`src/rtl/core/cdf_pkg.sv`:
```
`default_nettype none
package cdf_pkg;

  // Wide signed intermediate, holds any value within +-2^61.
  typedef logic signed [62:0] big_t;

  localparam big_t BIG_LIMIT = 63'sd2305843009213693952;

  localparam logic [19:0] MIN_SMOOTH      = 20'd7;
  localparam logic [19:0] RESET_SMOOTH    = 20'd7864;
  localparam logic [30:0] RESET_MAX_SPEED = 31'd19660800;
  localparam logic [15:0] COEF_SQ         = 16'd31457;
  localparam logic [15:0] COEF_CU         = 16'd15401;
  localparam logic [26:0] X_CAP           = 27'd67108864;

  localparam logic [7:0] REG_SMOOTH_TIME = 8'd0;
  localparam logic [7:0] REG_MAX_SPEED   = 8'd1;

  // Coefficients shared by all three axis lanes for one item.
  typedef struct packed {
    logic [30:0] omega;
    logic [15:0] dt;
    logic [32:0] expo;
    logic [34:0] maxc;
  } lane_coef_t;

  function automatic big_t sat_big(input logic signed [63:0] v);
    if (v > 64'sd2305843009213693952) begin
      return BIG_LIMIT;
    end else if (v < -64'sd2305843009213693952) begin
      return -BIG_LIMIT;
    end
    return v[62:0];
  endfunction

  function automatic logic signed [31:0] sat32(input big_t v);
    if (v > 63'sd2147483647) begin
      return 32'sh7fffffff;
    end else if (v < -63'sd2147483648) begin
      return 32'sh80000000;
    end
    return v[31:0];
  endfunction

endpackage
`default_nettype wire

```
`src/rtl/core/cdf_mul.sv`:
```
`default_nettype none
// Sequential signed-by-unsigned multiplier, eight multiplier bits per cycle.
// The product is shifted right by 16 or 32, truncated toward zero and
// saturated to +-2^61; a raw product of 2^64 or more also saturates.
module cdf_mul import cdf_pkg::*; (
  input  wire logic        clk,
  input  wire logic        rst,
  input  wire logic        go,
  input  wire big_t        a,
  input  wire logic [32:0] b,
  input  wire logic        shift32,
  output big_t             res,
  output logic             done
);

  logic [61:0]  ua;
  logic         neg;
  logic         sh;
  logic [39:0]  bq;
  logic [101:0] acc;
  logic [2:0]   cnt;
  logic         busy;
  logic [69:0]  pp;
  logic [63:0]  shifted;
  logic [61:0]  mag;
  logic [62:0]  a_abs;

  assign a_abs   = a[62] ? 63'(-a) : a;
  assign pp      = ua * bq[39:32];
  assign shifted = sh ? acc[95:32] : acc[79:16];

  always_comb begin
    if ((|acc[101:64]) || shifted > 64'd2305843009213693952) begin
      mag = 62'd2305843009213693952;
    end else begin
      mag = shifted[61:0];
    end
  end

  always_ff @(posedge clk) begin
    if (rst) begin
      busy <= 1'b0;
      done <= 1'b0;
      cnt  <= '0;
    end else begin
      done <= 1'b0;
      if (go) begin
        ua   <= a_abs[61:0];
        neg  <= a[62];
        sh   <= shift32;
        bq   <= {7'b0, b};
        acc  <= '0;
        cnt  <= 3'd5;
        busy <= 1'b1;
      end else if (busy) begin
        if (cnt != 3'd0) begin
          acc <= {acc[93:0], 8'b0} + {32'b0, pp};
          bq  <= {bq[31:0], 8'b0};
          cnt <= cnt - 3'd1;
        end else begin
          res  <= neg ? -$signed({1'b0, mag}) : $signed({1'b0, mag});
          done <= 1'b1;
          busy <= 1'b0;
        end
      end
    end
  end

endmodule
`default_nettype wire

```
`src/rtl/core/cdf_lane.sv`:
```
`default_nettype none
// One axis of the follow filter: holds its position and velocity and runs
// the five products of one update through its own multiplier.
module cdf_lane import cdf_pkg::*; (
  input  wire logic               clk,
  input  wire logic               rst,
  input  wire logic               go,
  input  wire lane_coef_t         coef,
  input  wire logic signed [31:0] target,
  output logic signed [31:0]      pos,
  output logic                    done
);

  typedef enum logic [3:0] {
    L_IDLE  = 4'b0001,
    L_ISSUE = 4'b0010,
    L_WAIT  = 4'b0100,
    L_FIN   = 4'b1000
  } lane_state_t;

  localparam logic [2:0] ST_DRIVE = 3'd0;
  localparam logic [2:0] ST_TMP   = 3'd1;
  localparam logic [2:0] ST_DAMP  = 3'd2;
  localparam logic [2:0] ST_VEL   = 3'd3;
  localparam logic [2:0] ST_POS   = 3'd4;

  lane_state_t        state;
  logic [2:0]         step;
  logic signed [31:0] vel;
  logic signed [32:0] c;
  logic signed [33:0] lim;
  big_t               s1, tmp, s3, vn, o;
  logic signed [32:0] diff;
  logic signed [35:0] diff_x, maxc_x, cc;
  big_t               mul_a, mul_res, ct;
  logic [32:0]        mul_b;
  logic               mul_sh, mul_go, mul_done, over;

  assign diff   = {pos[31], pos} - {target[31], target};
  assign diff_x = 36'(diff);
  assign maxc_x = {1'b0, coef.maxc};

  always_comb begin
    if (diff_x > maxc_x) begin
      cc = maxc_x;
    end else if (diff_x < -maxc_x) begin
      cc = -maxc_x;
    end else begin
      cc = diff_x;
    end
  end

  assign ct = sat_big(64'(c) + 64'(tmp));

  always_comb begin
    mul_a  = 63'(c);
    mul_b  = {2'b0, coef.omega};
    mul_sh = 1'b0;
    unique case (step)
      ST_TMP: begin
        mul_a = s1;
        mul_b = {17'b0, coef.dt};
      end
      ST_DAMP: begin
        mul_a = tmp;
      end
      ST_VEL: begin
        mul_a  = s3;
        mul_b  = coef.expo;
        mul_sh = 1'b1;
      end
      ST_POS: begin
        mul_a  = ct;
        mul_b  = coef.expo;
        mul_sh = 1'b1;
      end
      default: begin
      end
    endcase
  end

  assign mul_go = state == L_ISSUE;
  // Overshoot: the new position lands on the far side of the target.
  assign over = (target > pos) == (o > 63'(target));

  cdf_mul u_mul (
    .clk     (clk),
    .rst     (rst),
    .go      (mul_go),
    .a       (mul_a),
    .b       (mul_b),
    .shift32 (mul_sh),
    .res     (mul_res),
    .done    (mul_done)
  );

  always_ff @(posedge clk) begin
    if (rst) begin
      state <= L_IDLE;
      step  <= ST_DRIVE;
      pos   <= '0;
      vel   <= '0;
      done  <= 1'b0;
    end else begin
      done <= 1'b0;
      unique case (state)
        L_IDLE: begin
          if (go) begin
            c     <= cc[32:0];
            lim   <= 34'(pos) - 34'(cc);
            step  <= ST_DRIVE;
            state <= L_ISSUE;
          end
        end
        L_ISSUE: begin
          state <= L_WAIT;
        end
        L_WAIT: begin
          if (mul_done) begin
            unique case (step)
              ST_DRIVE: s1  <= sat_big(64'(vel) + 64'(mul_res));
              ST_TMP:   tmp <= mul_res;
              ST_DAMP:  s3  <= sat_big(64'(vel) - 64'(mul_res));
              ST_VEL:   vn  <= mul_res;
              default:  o   <= sat_big(64'(lim) + 64'(mul_res));
            endcase
            if (step == ST_POS) begin
              state <= L_FIN;
            end else begin
              step  <= step + 3'd1;
              state <= L_ISSUE;
            end
          end
        end
        L_FIN: begin
          if (over) begin
            pos <= target;
            vel <= '0;
          end else begin
            pos <= sat32(o);
            vel <= sat32(vn);
          end
          done  <= 1'b1;
          state <= L_IDLE;
        end
        default: state <= L_IDLE;
      endcase
    end
  end

endmodule
`default_nettype wire

```
`config.mk`:
```
export PLATFORM = sky130hd
export DESIGN_NAME = cdf_lane
export DESIGN_NICKNAME = d
export VERILOG_FILES = /design/src/rtl/core/cdf_pkg.sv /design/src/rtl/core/cdf_mul.sv /design/src/rtl/core/cdf_lane.sv
export SDC_FILE = /design/constraint.sdc
export NUM_CORES = 2
export LEC_CHECK = 0
export ABC_AREA = 1
export BUFFER_PORTS_ARGS = -buffer_cell sky130_fd_sc_hd__buf_2
export CAP_MARGIN = 20
export CORE_MARGIN = 3
export CORE_UTILIZATION = 40
export CTS_CLUSTER_DIAMETER = 120
export DETAILED_ROUTE_END_ITERATION = 6
export PLACE_DENSITY = 0.62
export SLEW_MARGIN = 20
export SYNTH_ARGS = -nofsm -noshare
export SYNTH_HDL_FRONTEND = slang
export SYNTH_HIERARCHICAL = 1
export SYNTH_SLANG_ARGS = --single-unit
```
`constraint.sdc`:
```
create_clock -name clk -period 11.3 [get_ports clk]
set_input_delay 0.565 -clock clk [delete_from_list [all_inputs] [get_ports clk]]
set_output_delay 0.565 -clock clk [all_outputs]
set_load 0.05 [all_outputs]
```
* Word-level counts from Yosys, hierarchy flattened
Cells that the tools add are included.
** Storage, ports and cells
- Register bits after elaboration :: 728
- Bits in latches :: 0
- RAM bits :: 0
- ROM bits :: 0
- Bits of input ports :: 150
- Word-level logic and storage cells :: 175
- Memories :: 0
** Operators by class
- $add $sub $neg :: 12
- Multiply operators :: 1
- Div/mod/pow operators :: 0
- Magnitude comparators :: 17
- Equality and inequality tests :: 12
- Shift-type cells :: 0
- Muxes and demuxes :: 80
- Bitwise gates (word level) :: 5
- Reduce and logical (&&, ||, !) cells :: 24
** Operators by type and width (number)
- $mux 63 :: 12
- $gt 64x63->1 const B :: 4
- $lt 64x62->1 const B :: 4
- $mux 32 :: 8
- $pmux 63 s4 :: 1
- $mux 102 :: 2
- $mux 62 :: 3
- $gt 63x32->1 const B :: 2
- $lt 63x32->1 const B :: 2
- $add 102x70->102 :: 1
- $mux 40 :: 2
- $mul 62x8->70 :: 1
- $mux 34 :: 2
- $pmux 33 s2 :: 1
- $add 32x63->64 :: 1
- $add 33x63->64 :: 1
- $add 34x63->64 :: 1
- $gt 64x62->1 const B :: 1
- $mux 64 :: 1
- $sub 32x63->64 :: 1
- $gt 63x32->1 :: 1
- $neg 62->63 :: 1
- $neg 62->62 :: 1
- $reduce_or 38->1 :: 1
- other kinds (35) :: 96

* Depth between registers and ports, before layout
- Depth in word-level cells :: 9
- Depth in mapped cells :: 49

* Modules after synthesis
Netlist, hierarchy kept.
** Modules (own cells, without submodules)
- cdf_lane :: times used 1, cells each 6855, area each 47403.0 µm², seq. area each 12912.4 µm²
- cdf_mul :: times used 1, cells each 4831, area each 35033.6 µm², seq. area each 8177.8 µm²

* Worst setup path after synthesis
No wires, ideal clock.
- Path kind :: reg2reg
- Start point :: reg state[3]
- End point :: reg u_mul.acc[0] (enable)
- Library setup time :: 0.692 ns
- Data arrival time :: 8.208 ns
- Setup slack :: 2.400 ns
- Cell stages (with the launch flop) :: 7
- Period minus slack after synthesis :: 8.900 ns
- Cell sequence :: dfxtp_1 -> nor2_1 -> inv_1 -> nor3_1 -> clkinv_1 -> clkbuf_1 -> a21oi_1
** Between the ends
- Word-level cells in the longest chain between the ends :: 3
- Elaborated cells on any way between the ends :: 4
- Those cells by class :: eq/ne: 1; reduce/logical: 3
** RTL lines
- start, declared :: line cdf_lane.sv:27 : lane_state_t state;
- start signal, assigned :: line cdf_lane.sv:99 : state <= L_IDLE;
- start signal, assigned :: line cdf_lane.sv:112 : state <= L_ISSUE;
- start signal, assigned :: line cdf_lane.sv:116 : state <= L_WAIT;
- $eq 4x2->1 * :: line cdf_lane.sv:82 : assign mul_go = state == L_ISSUE;
- named net mul_go :: line cdf_lane.sv:37 : logic mul_sh, mul_go, mul_done, over;
- $reduce_bool 2->1 (no line)
- $reduce_and 3->1 (no line) *
- end signal, assigned :: line cdf_mul.sv:57 : acc <= {acc[93:0], 8'b0} + {32'b0, pp};
- end, declared :: line cdf_mul.sv:20 : logic [101:0] acc;
Mark *: on every way through the listed nets, which the timed path passes. The rest lies on a longest branch.
A chain may end at the register's enable or synchronous reset.

* Worst setup path after layout
- Start point :: reg pos[2]
- End point :: reg lim[30] (data pin)
** Between the ends
- Word-level cells in the longest chain between the ends :: 5
- Elaborated cells on any way between the ends :: 6
- Those cells by class :: add/sub: 2; order compare: 2; mux: 2
** RTL lines
- start, declared :: line cdf_lane.sv:10 : output logic signed [31:0] pos,
- start signal, assigned :: line cdf_lane.sv:137 : pos <= target;
- start signal, assigned :: line cdf_lane.sv:140 : pos <= sat32(o);
- $sub 32x32->33 :: line cdf_lane.sv:39 : assign diff = {pos[31], pos} - {target[31], target};
- $lt 33x36->1 :: line cdf_lane.sv:46 : end else if (diff_x < -maxc_x) begin
- $mux 34 :: line cdf_lane.sv:46
- $mux 34 :: line cdf_lane.sv:44 : if (diff_x > maxc_x) begin
- $sub 32x34->34 * :: line cdf_lane.sv:110 : lim <= 34'(pos) - 34'(cc);
- end signal, assigned :: line cdf_lane.sv:110
- end, declared :: line cdf_lane.sv:31 : logic signed [33:0] lim;
Every way passes the cells marked *; elsewhere a longest branch is shown, timed or not.

==> results.md <==
- Total track usage: 0.323
- Remaining DRCs: 6
- Largest net degree at the start of global routing: 143
- # hold bufs at CTS: 0
- Dpl hpwl: just under 300000 um
- Initial core utilization: 0.403
- Failing checks: DRC
- Final hold slack: approximately 190 ps
- Worst setup path start: pos[2]$_SDFFE_PP0P_
- Buf/Inv on CP: 2
- Syn avg cell area: between 7 and 8 sq um
- Post-synth top area cell: edfxtp_1
- CTS root buffer: clkbuf_16
- Synth top area share: 0.237
- Finish-stage setup viols: 0
- Post-CTS Resized: 0
- Synth area leaders: edfxtp_1, nand2_1, fa_1
- GRT overflow: 0
- CP arrival: between 8000 and 9000 ps
- Capturing point of the worst reg2reg path: lim[30]$_DFFE_PP_
- Die Y: roughly 460 um
- Iteration-0 DRC Markers: around 9800
- F_max: 119 MHz
- DR vias: around 81000
- Vias in the first global route: ~77000
- Skew final: ~47 ps
- WL met1: 152000 um
- Wirelength per Cell: approximately 24 um
- Depth of the CTS H-tree: 3
- Critical path's slowest cell: inv_1
- Port bufs: ~180
- Initial antenna violation count: 19
- DR WL met3: 37800 um
- Chip Width: approximately 460 um
- First-pass GRT wire length: a little over 500000 um
- # IOs: ~180
- Setup Fix Bufs, Post-CTS: 0
- Maxcap violations: 0
- CTS buffer count: 93
- GPL Wtd Cong: about 1.1
- Total core area: 0.205 sq mm
- Fraction of layout cells with a size suffix above 1: 0.0600
- Post-layout minimum cycle time: between 8000 and 9000 ps
- Sequential-to-total area share from yosys stat: 0.256
- RSZ-0062 raised after global routing: false
- FF/Latch Area: approximately 0.021 sq mm
- Drt via density: 5.60
- Synth warnings: 6
- Clk sinks: around 730
- R2R Path Start: pos[2]$_SDFFE_PP0P_
- DRT Pass-1 Iters: 7
- Leak pwr: 43.4 nW
- CP top delay family: compound AO/OA/AOI/OAI gates
- Stages on worst setup path: 39
- Critical Path RT: approximately 12000 ps
- Die area: 0.212 sq mm
- CP startpoint kind: flip-flop
- #FFs+latches synth: about 730
- Peak VDD IR: about 0.14 mV
- Most frequent CP cell: nand2_1
- Setup_tns: 0 ps
- Nets@finish: approximately 13000
- Fin. Hold Viols: 0
- Distinct cell type count after synthesis: 76
- Area grow syn2layout: 7.73%
- Max layer used: met5
- Post-DP Area: 0.0856 sq mm
- Worst Tran Pin Value: about 1200 ps
- CP max FO: 32
- Register clock-pin slew on the reported worst setup and hold paths: ~60 ps
- # fillers: around 21000
- Post-synthesis net count: 12819
- Row count: about 170
- DRT antenna net count: 0
- Status: complete, but fails checks
- Worst Hold Class: primary input to flip-flop
- Final Cycle Share: 0.741
- Finished layout cell area: roughly 0.09 sq mm
- Mapped Area: 0.0824 sq mm
- FF-to-FF path depth: 39
- Worst setup path end: lim[30]$_DFFE_PP_
- CTS tree: yes
- Hold Path Stages: 5
- Leading register cell type out of synthesis: edfxtp_1
- Total Routed Length: 350000 um
- Worst-Skew Late Latency: 750 ps
- Synthesized instance count: between 10000 and 15000
- Routed wl met2: 144000 um
- Slew Limit Fails: 0
- Worst setup path category: flip-flop to flip-flop
- CP peak stage delay: about 560 ps
- Number of synthesized flops with an enable pin: 651
- Footprint of the multi-input gates: between 0.05 and 0.06 sq mm
- Max-slew headroom: 0.184
- CTS Buffer Depth: 3
- Setup crit end kind: flip-flop
- PwrDens: about 140 mW/mm^2
- Async S/R FF share, synth: 0
- R2R setup slack: ~2900 ps
## through the flow
| stage | util | worst slack (ps) | total power, mW | cells |
|---|---|---|---|---|
| 2_1_floorplan | - | 2400 | 7.19 | 11686 |
| 3_3_place_gp | 0.418 | 2680 | 9.31 | 14317 |
| 3_5_place_dp | 0.418 | 2760 | 9.33 | 14317 |
| 4_1_cts | 0.434 | 3040 | 12.6 | 14484 |
| 5_1_grt | 0.434 | 2050 | 13.5 | 14485 |
| 6_report | 0.434 | 2930 | 12.8 | 14487 |
## registers in the layout, indices dropped and copies added (netlist names)
| name | cells |
|---|---|
| vel | 32 |
| u_mul/sh | 1 |
| u_mul/cnt | 3 |
| u_mul/neg | 1 |
| vn | 63 |
| s1 | 63 |
| pos | 32 |
| u_mul/done | 1 |
| s3 | 63 |
| u_mul/busy | 1 |
| u_mul/ua | 62 |
| u_mul/bq | 40 |
| lim | 34 |
| c | 33 |
| step | 3 |
| tmp | 63 |
| u_mul/acc | 102 |
| u_mul/res | 63 |
| state | 4 |
| done | 1 |
| o | 63 |
## area by class of cell
cell class,instances,area share
Tap cell,2688,0.0379
Sequential cell,728,0.238
Clock buffer,108,0.0271
Timing Repair Buffer,291,0.0196
Antenna cell,3,0.0000845
Multi-Input combinational cell,8419,0.576
Clock inverter,59,0.00900
Inverter,2191,0.0926
## kinds of logic (layout without fill, tap and decap cells)
| family | Yosys count | in the layout | share of synthesized area |
|---|---|---|---|
| AOI/OAI and AO/OA | 1817 | 1817 | 0.128 |
| xor gates and xnor gates | 351 | 351 | 0.0375 |
| adders and majority gates | 983 | 983 | 0.188 |
| buffers and inverters | 2539 | 2649 | 0.125 |
| DFF | 728 | 728 | 0.256 |
| other | 0 | 3 | 0 |
| and+or+nand+nor | 5268 | 5268 | 0.266 |
## per-layer routing
layer  up-vias  track usage
met4         4        0.124
met2      4261        0.473
met5         -            0
li1      37414            -
met3       595       0.0683
met1     38832        0.464
## cell usage after synthesis (all sizes together), types with 38 or more instances
cell,count
nand2,2909
inv,2188
nor2,1446
a21oi,802
edfxtp,651
o21ai,582
ha,556
nand3,488
fa,427
xor2,254
clkbuf,225
nand4,151
buf,120
nor3,108
xnor2,97
dfxtp,77
nor4,65
nand3b,63
o21bai,54
o21a,52
a211oi,46
a21o,46
a221oi,38
## tightest hold or removal path, cell delays in order
cell	delay, ps
buf_2	70
nand2_1	40
nand2_1	50
nand2_1	40
inv_1	40
## layout by cell type (no fill, tap or decap), types with 32 or more instances in the layout
master	instances
a21o_1	45
inv_1	2170
xor2_1	252
fa_1	427
a21oi_1	790
nand2_1	2878
nand3b_1	63
edfxtp_1	651
a32o_1	32
o21ai_0	485
a211oi_1	46
o21a_1	52
nor3_1	101
nand4_1	151
a221oi_1	38
o21ai_1	70
xnor2_1	97
buf_4	109
nor4_1	62
clkbuf_16	94
nand3_1	477
dfxtp_1	76
nor2_2	110
nor2_1	1326
buf_2	181
ha_1	555
o21bai_1	53
## how the worst min path moves through the flow
| stage | slack [ps] | end | from |
|---|---|---|---|
| 2_1_floorplan | 440 | u_mul/cnt[2]$_SDFFE_PP0P_ | u_mul/cnt[2]$_SDFFE_PP0P_ |
| 3_3_place_gp | 460 | u_mul/cnt[2]$_SDFFE_PP0P_ | u_mul/cnt[2]$_SDFFE_PP0P_ |
| 3_5_place_dp | 480 | step[2]$_SDFFE_PP0P_ | step[2]$_SDFFE_PP0P_ |
| 4_1_cts | 130 | u_mul/bq[0]$_SDFFCE_PN0P_ | coef[84] |
| 5_1_grt | 160 | u_mul/bq[7]$_SDFFCE_PN0P_ | coef[91] |
| 6_report | 190 | u_mul/bq[0]$_SDFFCE_PN0P_ | coef[84] |
## report_power, final
| group | total (mW) | internal [mW] | switching (mW) | leakage, nW |
|---|---|---|---|---|
| clock network | 3.22 | 1.90 | 1.32 | 1.52 |
| logic | 6.24 | 1.79 | 4.44 | 35.5 |
| registers | 3.29 | 3.18 | 0.114 | 6.41 |
| total | 12.8 | 6.88 | 5.88 | 43.4 |
(Power assumes the default switching activity.)
