## src/rtl/core/cdf_pkg.sv

```systemverilog
`default_nettype none
package cdf_pkg;

  // Wide signed intermediate, holds any value within +-2^61.
  typedef logic signed [62:0] big_t;

  localparam big_t BIG_LIMIT = 63'sd2305843009213693952;

  localparam logic [19:0] MIN_SMOOTH      = 20'd7;
  localparam logic [19:0] RESET_SMOOTH    = 20'd7864;
  localparam logic [30:0] RESET_MAX_SPEED = 31'd19660800;
  localparam logic [15:0] COEF_SQ         = 16'd31457;
  localparam logic [15:0] COEF_CU         = 16'd15401;
  localparam logic [26:0] X_CAP           = 27'd67108864;

  localparam logic [7:0] REG_SMOOTH_TIME = 8'd0;
  localparam logic [7:0] REG_MAX_SPEED   = 8'd1;

  // Coefficients shared by all three axis lanes for one item.
  typedef struct packed {
    logic [30:0] omega;
    logic [15:0] dt;
    logic [32:0] expo;
    logic [34:0] maxc;
  } lane_coef_t;

  function automatic big_t sat_big(input logic signed [63:0] v);
    if (v > 64'sd2305843009213693952) begin
      return BIG_LIMIT;
    end else if (v < -64'sd2305843009213693952) begin
      return -BIG_LIMIT;
    end
    return v[62:0];
  endfunction

  function automatic logic signed [31:0] sat32(input big_t v);
    if (v > 63'sd2147483647) begin
      return 32'sh7fffffff;
    end else if (v < -63'sd2147483648) begin
      return 32'sh80000000;
    end
    return v[31:0];
  endfunction

endpackage
`default_nettype wire

```

## src/rtl/core/cdf_div.sv

```systemverilog
`default_nettype none
// Restoring divider, one quotient bit per cycle. The quotient must fit in
// 33 bits, which holds when the top 16 numerator bits are below the divisor.
module cdf_div import cdf_pkg::*; (
  input  wire logic        clk,
  input  wire logic        rst,
  input  wire logic        go,
  input  wire logic [48:0] num,
  input  wire logic [44:0] dvs,
  output logic      [32:0] quo,
  output logic             done
);

  logic [44:0] rem;
  logic [44:0] dvs_q;
  logic [32:0] nsh;
  logic [5:0]  cnt;
  logic        busy;
  logic [45:0] trial;
  logic        ge;

  assign trial = {rem, nsh[32]};
  assign ge    = trial >= {1'b0, dvs_q};

  always_ff @(posedge clk) begin
    if (rst) begin
      busy <= 1'b0;
      done <= 1'b0;
      cnt  <= '0;
    end else begin
      done <= 1'b0;
      if (go) begin
        rem   <= {29'b0, num[48:33]};
        nsh   <= num[32:0];
        dvs_q <= dvs;
        cnt   <= 6'd33;
        busy  <= 1'b1;
      end else if (busy) begin
        rem <= ge ? 45'(trial - {1'b0, dvs_q}) : trial[44:0];
        quo <= {quo[31:0], ge};
        nsh <= {nsh[31:0], 1'b0};
        cnt <= cnt - 6'd1;
        if (cnt == 6'd1) begin
          busy <= 1'b0;
          done <= 1'b1;
        end
      end
    end
  end

endmodule
`default_nettype wire

```

## config.mk

```make
export PLATFORM = sky130hd
export DESIGN_NAME = cdf_div
export DESIGN_NICKNAME = d
export VERILOG_FILES = /design/src/rtl/core/cdf_pkg.sv /design/src/rtl/core/cdf_div.sv
export SDC_FILE = /design/constraint.sdc
export NUM_CORES = 1
export LEC_CHECK = 0
export BUFFER_PORTS_ARGS = -buffer_cell sky130_fd_sc_hd__buf_2
export CAP_MARGIN = 20
export CORE_MARGIN = 4
export CORE_UTILIZATION = 63
export DETAILED_ROUTE_END_ITERATION = 10
export PLACE_DENSITY = 0.83
export SLEW_MARGIN = 5
export SYNTH_ARGS = -nofsm -noshare
export SYNTH_HDL_FRONTEND = slang
export SYNTH_SLANG_ARGS = --single-unit
```

## constraint.sdc

```tcl
create_clock -name clk -period 12.2 [get_ports clk]
set_input_delay 1.22 -clock clk [delete_from_list [all_inputs] [get_ports clk]]
set_output_delay 1.22 -clock clk [all_outputs]
set_load 0.01 [all_outputs]
```

After elaboration in Yosys (flattened, before gate mapping) --
Index checks and enable logic that the tools add are counted.
Storage, ports and cells: register bits after elaboration 164, bits in latches 0, bits in writable memories 0, bits in read-only memories 0, bits of input ports 97, output and inout port bits 34, memories 0
Cells by class: add/sub/neg operators 2, $mul 0, divide/modulo/power cells 0, order comparisons 1, eq/ne operators 1, shifts and indexed selects 0, mux-type cells 11, bitwise logic cells 3, reduce and logical (&&, ||, !) cells 6
Operators by type and width (number):
- 45-bit 2-to-1 mux | 2
- 33-bit 2-to-1 mux | 2
- 46-bit by 45-bit greater-or-equal comparator with 1-bit output | 1
- 45-bit subtractor | 1
- 16-bit 2-to-1 mux | 1
- 6-bit 2-to-1 mux | 2
- 6-bit by 1-bit == test with 1-bit output (second input constant) | 1
- 6-bit by 1-bit subtractor with 6-bit output (second input constant) | 1
- 1-bit 2-to-1 mux | 4
- 2-bit AND reduction | 2
- 1-bit NOT | 3
- 3-bit AND reduction | 1
- 3-bit OR reduction | 1
- 2-bit nonzero test | 1
- 2-bit OR reduction | 1

Logic depth before layout (Yosys ltp) --
Gate-level depths: netlist of the first run.
depth after elaboration 4, depth in mapped cells 14, gate-level depth less buffers 13

Least setup slack after synthesis of the first run --
OpenSTA, ideal clock, no wires.
path type input-to-reg, from input go, to register nsh[0], enable pin, arrival time 5131 ps, required time 11684 ps, path slack 6553 ps, stages 4, path buffers 2, cell sequence clkbuf_1 > clkbuf_1 > nor2_1 > nor2_1
Between the ends: word-level cells in the longest chain between the ends 2
Ends and longest elaborated chain:
- from (decl) | RTL line cdf_div.sv:7 | input wire logic go,
- 2-bit nonzero test (no source line)
- 2-bit AND reduction (no source line)
- to (signal assigned) | RTL line cdf_div.sv:34 | nsh <= num[32:0];
- to (signal assigned) | RTL line cdf_div.sv:41 | nsh <= {nsh[31:0], 1'b0};
- to (decl) | RTL line cdf_div.sv:16 | logic [32:0] nsh;
Every way passes these cells. A chain may end at the register's enable or synchronous reset.

Worst setup path in the final report of the first run --
from register nsh[32], to register rem[0] (data pin)
Between the ends: word-level cells in the longest chain between the ends 4, elaborated cells between the ends (all ways) 5
Ends and longest elaborated chain:
- 45-bit subtractor / 46-bit by 45-bit greater-or-equal comparator with 1-bit output (equally long branches) | RTL line cdf_div.sv:39, cdf_div.sv:23
- 45-bit 2-to-1 mux * | RTL line cdf_div.sv:39 | rem <= ge ? 45'(trial - {1'b0, dvs_q}) : trial[44:0];
- 45-bit 2-to-1 mux * | RTL line cdf_div.sv:38 | end else if (busy) begin
- 16-bit 2-to-1 mux * | RTL line cdf_div.sv:32 | if (go) begin
- to (signal assigned) | RTL line cdf_div.sv:33 | rem <= {29'b0, num[48:33]};
- to (signal assigned) | RTL line cdf_div.sv:39
- to (decl) | RTL line cdf_div.sv:14 | logic [44:0] rem;
Mark *: on every way between the ends. The rest lies on a longest branch, timed or not. The select of a mux whose other input is x is not followed.

==> results of run 1 <==
## cell usage after synthesis (all sizes together), types with 4 or more instances
library cell	instances
clkbuf	25
edfxtp	156
ha	47
and3	5
nor3	17
o21ai	40
o21bai	4
a21oi	67
mux2	33
a31oi	6
mux2i	25
nand3	21
xor2	13
o21a	7
nand2	55
dfxtp	8
nor2	61
a211oi	18
a21o	15
nor2b	9
nor4	5
nand2b	4
nand4	12
inv	60
xnor2	27
o31ai	5
buf	9
## worst reg2reg max path, delay by kind of cell (launching register included)
kind	cells	cell delay, ns
simple gates	2	0.53
mux	2	0.53
flops	1	0.37
compound gates	5	1.20
fa+ha+maj	2	0.56
buf+inv	2	0.13
## registers in the layout, indices dropped and copies added (netlist names)
name	flops
quo	33
busy	1
cnt	6
dvs_q	45
nsh	33
done	1
rem	45
## metrics by stage
step / setup slack [ns] / power (W) / hold WS, ns / util / cells
floorplan: 6.553 / 0.0009913 / 0.4423 / - / 800
global placement: 8.615 / 0.001060 / 0.4235 / 0.7038 / 1080
detailed placement: 8.601 / 0.001070 / 0.4281 / 0.7038 / 1080
CTS: 8.611 / 0.001628 / 0.4424 / 0.7478 / 1112
global route: 8.413 / 0.001702 / 0.4499 / 0.7497 / 1113
finish: 8.639 / 0.001626 / 0.4412 / 0.7497 / 1113
## routing by layer
layer | global-route usage | part of all wire | vias to the layer above
li1 | - | - | 3204
met1 | 0.3113 | 0.42 | 3155
met2 | 0.4134 | 0.51 | 184
met3 | 0.06476 | 0.055 | 33
met4 | 0.06991 | 0.017 | 0
met5 | 0 | 0 | -
## logic make-up (layout without fill, tap and decap cells)
logic type | Yosys count | after routing
and+or+nand+nor | 202 | 202
DFF | 164 | 164
xor gates and xnor gates | 40 | 40
adders and majority gates | 48 | 48
buffers and inverters | 94 | 227
muxes | 58 | 58
AOI/OAI and AO/OA | 194 | 194
## where the power goes
group	internal [W]	switching [W]
registers	0.000668	0.0000181
logic	0.000158	0.000223
clock network	0.000328	0.000231
## area by class of cell
type                    count  area [µm²]  area share
flip-flops and latches    164        4845      0.4602
clock inverters            15       191.4     0.01818
well taps                 180       225.2     0.02139
inverters                  60       225.2     0.02139
clock buffers              17       425.4     0.04041
multi-input cells         542        3908      0.3712
repair buffers            135       708.2     0.06727
## final timing paths
| check | end | slack [ns] |
|---|---|---|
| setup / recovery | rem[0] | 8.64 |
| setup reg to reg | rem[0] | 8.64 |
| hold / removal | quo[26] | 0.44 |
| hold reg to reg | quo[26] | 0.44 |
==> results.yml, run 1 <==
sta:
  rsz0062_at_grt: "no"
  hold_viol: 0
  finalSetupTns_ns: 0
  fmax_mhz: 280.8
  period_share: 0.2919
  fin_crit_ns: 3.561
  finalClockSkew_ns: 0.01382
  worstMarginPinSlew_ns: 1.028
  finalSetupViolCount: 0
  slew_headroom: 0.3144
  finalMaxSlewViolations: 0
synth:
  synth_compound_area_frac: 0.1468
  post_synth_num_cell_types: 71
  synth_top_family_by_area: "compound AO/OA/AOI/OAI gates"
  synth_ff_type: "edfxtp_1"
  synth_top_area_share: 0.5123
  synth.avg_cell_area_um2: 11.43
  synthArstFlopShare: 0
  yosysTopAreaCell: "edfxtp_1"
  netlist_area_um2: 9144
  synth_cells: 800
  synthMuxAreaShare: 0.06801
  synth-xor-area-share: 0.03831
  seq_area_frac_synth: 0.5298
  synth_edf_count: 156
  synthSimpleGateAreaFrac: 0.1058
  ys_warn_count: 0
  synthAdderAreaFrac: 0.06650
  syn-num-nets: 945
  synthTopCellsByArea: "edfxtp_1, ha_1, mux2_2, a21oi_1, mux2i_1"
  ys_ff_latch: 164
worst_hold_path:
  hp-start: "quo[25]"
  hold_depth: 0
  holdCritPathClass: "register to register"
floorplanning:
  rows: 43
  die_x_um: 128.5
  coreArea_um2: 14040
  dieArea_um2: 16510
  io_pins: 131
  start_util: 0.6512
  dieHeight_um: 128.5
cts:
  cts_hold_buf: 0
  clkLatencyLatePin_ns: 0.44
  cts_max_path_buffers: 2
  tritoncts: "yes"
  cts.reportedPaths.clkPinSlew_ns: 0.07
  post-cts-setup-buffer-count: 0
  clock-sinks: 164
  clockRootBuffer: "clkbuf_16"
  h-tree-depth: 4
  cts_resized: 0
  numCtsBuffers: 17
cells_and_area:
  mostFrequentLayoutCells: "edfxtp_1, buf_2, a21oi_1"
  diodes: 0
  fillCellCount: 936
  syn2layout_area_growth_pct: 15.13
  fin_nets: 1065
  layout_commonest_cell: "edfxtp_1"
  final_area_um2: 10530
  final_layout_size_suffix_gt1_frac: 0.2465
placed_design:
  hpwlAfterDp_um: 13540
  numPortBuffers: 130
  place_area_um2: 9883
  gp_congestion: 0.9320
worst_setup_path:
  cpPeakStageDelay_ns: 0.41
  crit_required_ns: 12.38
  worstSetupPathType: "register to register"
  crit_top_cell: "inv_1"
  worstRegToRegCells: 13
  path_depth: 13
  crit_path_max_fanout: 61
  crit_buf_inv: 2
  worstPathArrival_ns: 3.75
  crit_family: "compound AO/OA/AOI/OAI gates"
  path_cells: "inv_1 > ha_1 > inv_1 > fa_1 > a21o_1 > nand4_2 > a21oi_2 > o2111ai_2 > a2111oi_4 > o21ai_4 > nand2_8 > mux2i_1 > mux2_2"
  timing.rr.start: "nsh[32]"
  cp-start-kind: "register"
  end_kind: "register"
  crit_slowest_cell: "fa_1"
  cp-startpoint: "nsh[32]"
pwr:
  p_per_area_nw_per_um2: 154.5
  leakagePower_nw: 4.278
  ir_drop_mv: 0.1070
global_routing:
  gr-total-overflow: 0
  first_global_vias: 6529
  grt_use_total: 0.2442
  grt_max_degree: 80
  antenna_found_initial: 0
  grt_first_pass_wirelength_um: 31840
detailed_routing:
  vias: 6576
  wl_um: 19540
  vias_per_cell: 5.908
  antenna_left: 0
  drtPass1Iterations: 5
  drt_drc_violations_left: 0
  wire_per_inst_um: 17.56
  drt_iter0_drc: 580
run_status:
  status: "finished clean"
job:
  cap_violations: 0
No activity file was read; power rests on OpenSTA's default activity.
==> inputs of run 2 (changes only) <==
Settings changed: CORE_UTILIZATION 63 to 58, PLACE_DENSITY 0.83 to 0.77.
Clock period 12.2 ns to 3.28 ns, I/O delays scaled along.
==> results.yml, run 2 (synthesized netlist as in run 1, its figures left out) <==
sta:
  fmax_mhz: 319.1
  worstMarginPinSlew_ns: 0.7254
  finalSetupTns_ns: 0
  period_share: 0.9555
  finalClockSkew_ns: 0.01970
  fin_crit_ns: 3.134
  finalMaxSlewViolations: 0
  finalSetupViolCount: 0
  rsz0062_at_grt: "no"
  slew_headroom: 0.5164
  hold_viol: 0
detailed_routing:
  drtPass1Iterations: 5
  wl_um: 19640
  drt_iter0_drc: 558
  wl_met1_um: 8631
  antenna_left: 0
  drt_drc_violations_left: 0
  dr.max_layer_used: "met4"
  vias: 6621
  vias_per_cell: 5.732
  route.met2.wl_um: 9449
  wl_met3_um: 1272
  wire_per_inst_um: 17.01
floorplanning:
  die_x_um: 133.6
  start_util: 0.5971
  dieArea_um2: 17840
  rows: 45
  dieHeight_um: 133.6
  io_pins: 131
  coreArea_um2: 15310
worst_setup_path:
  cp-start-kind: "register"
  worstRegToRegCells: 13
  crit_path_max_fanout: 13
  cpPeakStageDelay_ns: 0.47
  crit_buf_inv: 2
  rrSetupSlack_ns: 0.15
  timing.rr.start: "dvs_q[0]"
  crit_slowest_cell: "a2111oi_4"
  worstPathArrival_ns: 3.31
  end_kind: "register"
  r2r_end: "rem[12]"
  crit_family: "compound AO/OA/AOI/OAI gates"
  crit_required_ns: 3.45
  worstSetupPathType: "register to register"
  path_cells: "ha_1 > inv_1 > fa_1 > a21o_1 > nand4_2 > a21oi_2 > o2111ai_4 > a2111oi_4 > o21ai_4 > nand2_8 > buf_12 > mux2i_2 > a21oi_1"
cts:
  cts_hold_buf: 0
  cts.reportedPaths.clkPinSlew_ns: 0.08
  numCtsBuffers: 17
  tritoncts: "yes"
  cts_max_path_buffers: 2
  clock-sinks: 164
  clkLatencyLatePin_ns: 0.45
  h-tree-depth: 4
  clockRootBuffer: "clkbuf_16"
worst_hold_path:
  hold_end: "dvs_q[31]"
  holdCritPathClass: "input pin to register"
  hp-start: "dvs[31]"
  hold_depth: 1
placed_design:
  numPortBuffers: 130
  gp_congestion: 0.9075
  hpwlAfterDp_um: 13970
  place_area_um2: 10050
cells_and_area:
  reg_top3: "dvs_q: 45 flops, rem: 45 flops"
  mostFrequentLayoutCells: "edfxtp_1, buf_2, a21oi_1"
  syn2layout_area_growth_pct: 17.05
  diodes: 0
  fin_nets: 1076
  layout_commonest_cell: "edfxtp_1"
  final_area_um2: 10700
  final_layout_size_suffix_gt1_frac: 0.2606
run_status:
  status: "finished clean"
global_routing:
  first_global_vias: 6546
  grt_first_pass_wirelength_um: 32260
  antenna_found_initial: 1
  gr-total-overflow: 0
  grt_use_total: 0.2263
  grt_max_degree: 57
pwr:
  ir_drop_mv: 0.6212
  p_per_area_nw_per_um2: 569.8
  leakagePower_nw: 4.334
job:
  cap_violations: 0
==> run 2: area by class of cell <==
type	count	area, µm²
flip-flops and latches	164	4845
clock inverters	15	188.9
multi-input cells	542	3939
well taps	211	264.0
clock buffers	17	425.4
repair buffers	146	815.8
inverters	60	225.2
fillers	1154	4612
==> run 2: worst max path at each step <==
stage,start,endpoint,slack (ns),cells past startpoint
2_1_floorplan,nsh[32],rem[0],0.42,13
5_1_grt,rem[24],rem[40],0.0005,10
3_5_place_dp,dvs_q[0],rem[24],0.13,13
3_3_place_gp,nsh[32],rem[41],0.23,14
6_report,dvs_q[0],rem[12],0.15,13
4_1_cts,dvs_q[0],rem[24],0.12,13
==> run 2: repair_timing <==
item	CTS	global route
setup buffers	0	0
setup endpoints to repair	0	12
resized for setup	0	7
==> run 2: through the flow <==
step / hold WS, ns / instances / setup WS (ns) / power [W] / utilization
4_1_cts: 0.03403 / 1155 / 0.1214 / 0.006108 / 0.6963
6_report: 0.05048 / 1155 / 0.1458 / 0.006098 / 0.6989
5_1_grt: 0.03846 / 1155 / 0.0005436 / 0.006406 / 0.6989
3_3_place_gp: 0.4235 / 1123 / 0.2322 / 0.003995 / 0.6562
2_1_floorplan: 0.4269 / 800 / 0.4188 / 0.003683 / -
3_5_place_dp: 0.4289 / 1123 / 0.1323 / 0.004022 / 0.6562
==> run 2: where the power goes <==
group | leakage [nW] | switching [W] | internal, W
registers | 1.54 | 0.0000667 | 0.00248
logic | 2.50 | 0.000848 | 0.000627
clock network | 0.296 | 0.000915 | 0.00116
total | 4.33 | 0.00183 | 0.00427
==> run 2: routing by layer <==
layer	up-vias	global-route usage
met4	0	0.06629
met3	23	0.06571
li1	3229	-
met1	3168	0.2925
met5	-	0
met2	201	0.3736
==> inputs of run 3 (changes only) <==
Settings changed: CORE_MARGIN 4 to 2.
==> results.yml, run 3 (synthesized netlist as in run 1, its figures left out) <==
sta:
  period_share: 0.9702
  fmax_mhz: 314.2
  finalClockSkew_ns: 0.01409
  finalMaxSlewViolations: 0
  worstMarginPinSlew_ns: 0.8308
  finalSetupViolCount: 0
  whs_ns: 0.05920
  fin_crit_ns: 3.182
  slew_headroom: 0.4461
  finalSetupTns_ns: 0
  hold_viol: 0
  finalWorstSetupSlack_ns: 0.09765
pwr:
  leakagePower_nw: 4.454
  fin_total_pwr_w: 0.006186
  p_per_area_nw_per_um2: 562.3
  ir_drop_mv: 0.4368
cts:
  tritoncts: "yes"
  cts_hold_buf: 0
  clock-sinks: 164
  h-tree-depth: 4
  clkLatencyLatePin_ns: 0.44
  cts_max_path_buffers: 2
  clockRootBuffer: "clkbuf_16"
  numCtsBuffers: 17
  cts.reportedPaths.clkPinSlew_ns: 0.07
cells_and_area:
  final_layout_size_suffix_gt1_frac: 0.2870
  reg_top3: "dvs_q: 45 flops, rem: 45 flops"
  diodes: 0
  syn2layout_area_growth_pct: 20.31
  layout_commonest_cell: "edfxtp_1"
  layoutNonFillerInstCount: 1176
  mostFrequentLayoutCells: "edfxtp_1, buf_2, a21oi_1"
  fin_nets: 1097
placed_design:
  place_inst: 1123
  numPortBuffers: 130
  place_ws_ns: 0.06805
  hpwlAfterDp_um: 13780
  gp_congestion: 0.9440
detailed_routing:
  wire_per_inst_um: 17.20
  drt_drc_violations_left: 0
  antenna_left: 0
  drtPass1Iterations: 5
  wl_um: 20230
  drt_iter0_drc: 650
  vias: 6737
  vias_per_cell: 5.729
global_routing:
  grt_use_total: 0.2415
  gr-total-overflow: 0
  grt_max_degree: 64
  grt_first_pass_wirelength_um: 31610
  first_global_vias: 6509
  antenna_found_initial: 0
worst_hold_path:
  holdCritPathClass: "input pin to register"
floorplanning:
  rows: 45
  start_util: 0.5971
  die_x_um: 129.6
  dieHeight_um: 129.6
  dieArea_um2: 16790
  io_pins: 131
  coreArea_um2: 15310
worst_setup_path:
  worstSetupPathType: "register to register"
  crit_path_max_fanout: 8
  worstPathArrival_ns: 3.36
  cp-start-kind: "register"
  crit_required_ns: 3.46
  end_kind: "register"
job:
  cap_violations: 0
run_status:
  status: "finished clean"
-- run 3: worst paths after layout --
check        startpoint         to  slack (ns)  cells after the start
max            dvs_q[0]    rem[14]         0.1                     15
min             dvs[38]  dvs_q[38]        0.06                      1
max reg2reg    dvs_q[0]    rem[14]         0.1                     15
min reg2reg      quo[7]     quo[8]        0.44                      0
-- run 3: through the flow --
stage / util / area (µm²)
after floorplan: - / 9154
after global placement: 0.6570 / 10060
after detailed placement: 0.6570 / 10060
after CTS: 0.6962 / 10660
after global routing: 0.7183 / 11000
final: 0.7183 / 11000
-- run 3: critical path, stage by stage, from the launching register on --
cell	delay, ns
edfxtp_1	0.37
ha_2	0.21
inv_2	0.06
fa_2	0.19
a21o_1	0.18
nand4_4	0.14
a21oi_4	0.19
o2111ai_4	0.18
a2111oi_4	0.37
buf_4	0.20
o21ai_4	0.07
buf_12	0.17
nand2_8	0.12
buf_12	0.16
mux2i_1	0.21
a21oi_1	0.08
-- run 3: metal layers --
layer | global-route usage | part of all wire | routed length (µm) | vias to the layer above
met1 | 0.3262 | 0.45 | 9015 | 3199
met5 | 0 | 0 | 0 | -
met3 | 0.06524 | 0.064 | 1302 | 41
met2 | 0.3816 | 0.47 | 9547 | 224
met4 | 0.07970 | 0.018 | 364 | 0
li1 | - | - | - | 3273
-- run 3: cell type report --
type                    instances  area, µm²
clock inverters                13      146.4
flip-flops and latches        164       4845
clock buffers                  19      452.9
repair buffers                165       1022
inverters                      60      225.2
multi-input cells             544       4045
well taps                     211      264.0
fillers                      1104       4314
-- run 3: report_power, final --
| part | switching [W] | total, W | internal [W] |
|---|---|---|---|
| Clock | 0.000859 | 0.00203 | 0.00117 |
| Combinational | 0.000897 | 0.00160 | 0.000703 |
| Sequential | 0.0000701 | 0.00255 | 0.00248 |
-- run 3: repair_timing --
action,4_1_cts,5_1_grt
setup buffers,0,17
resized for setup,0,27
endpoints found under the setup margin,0,42
hold endpoints to repair,0,0
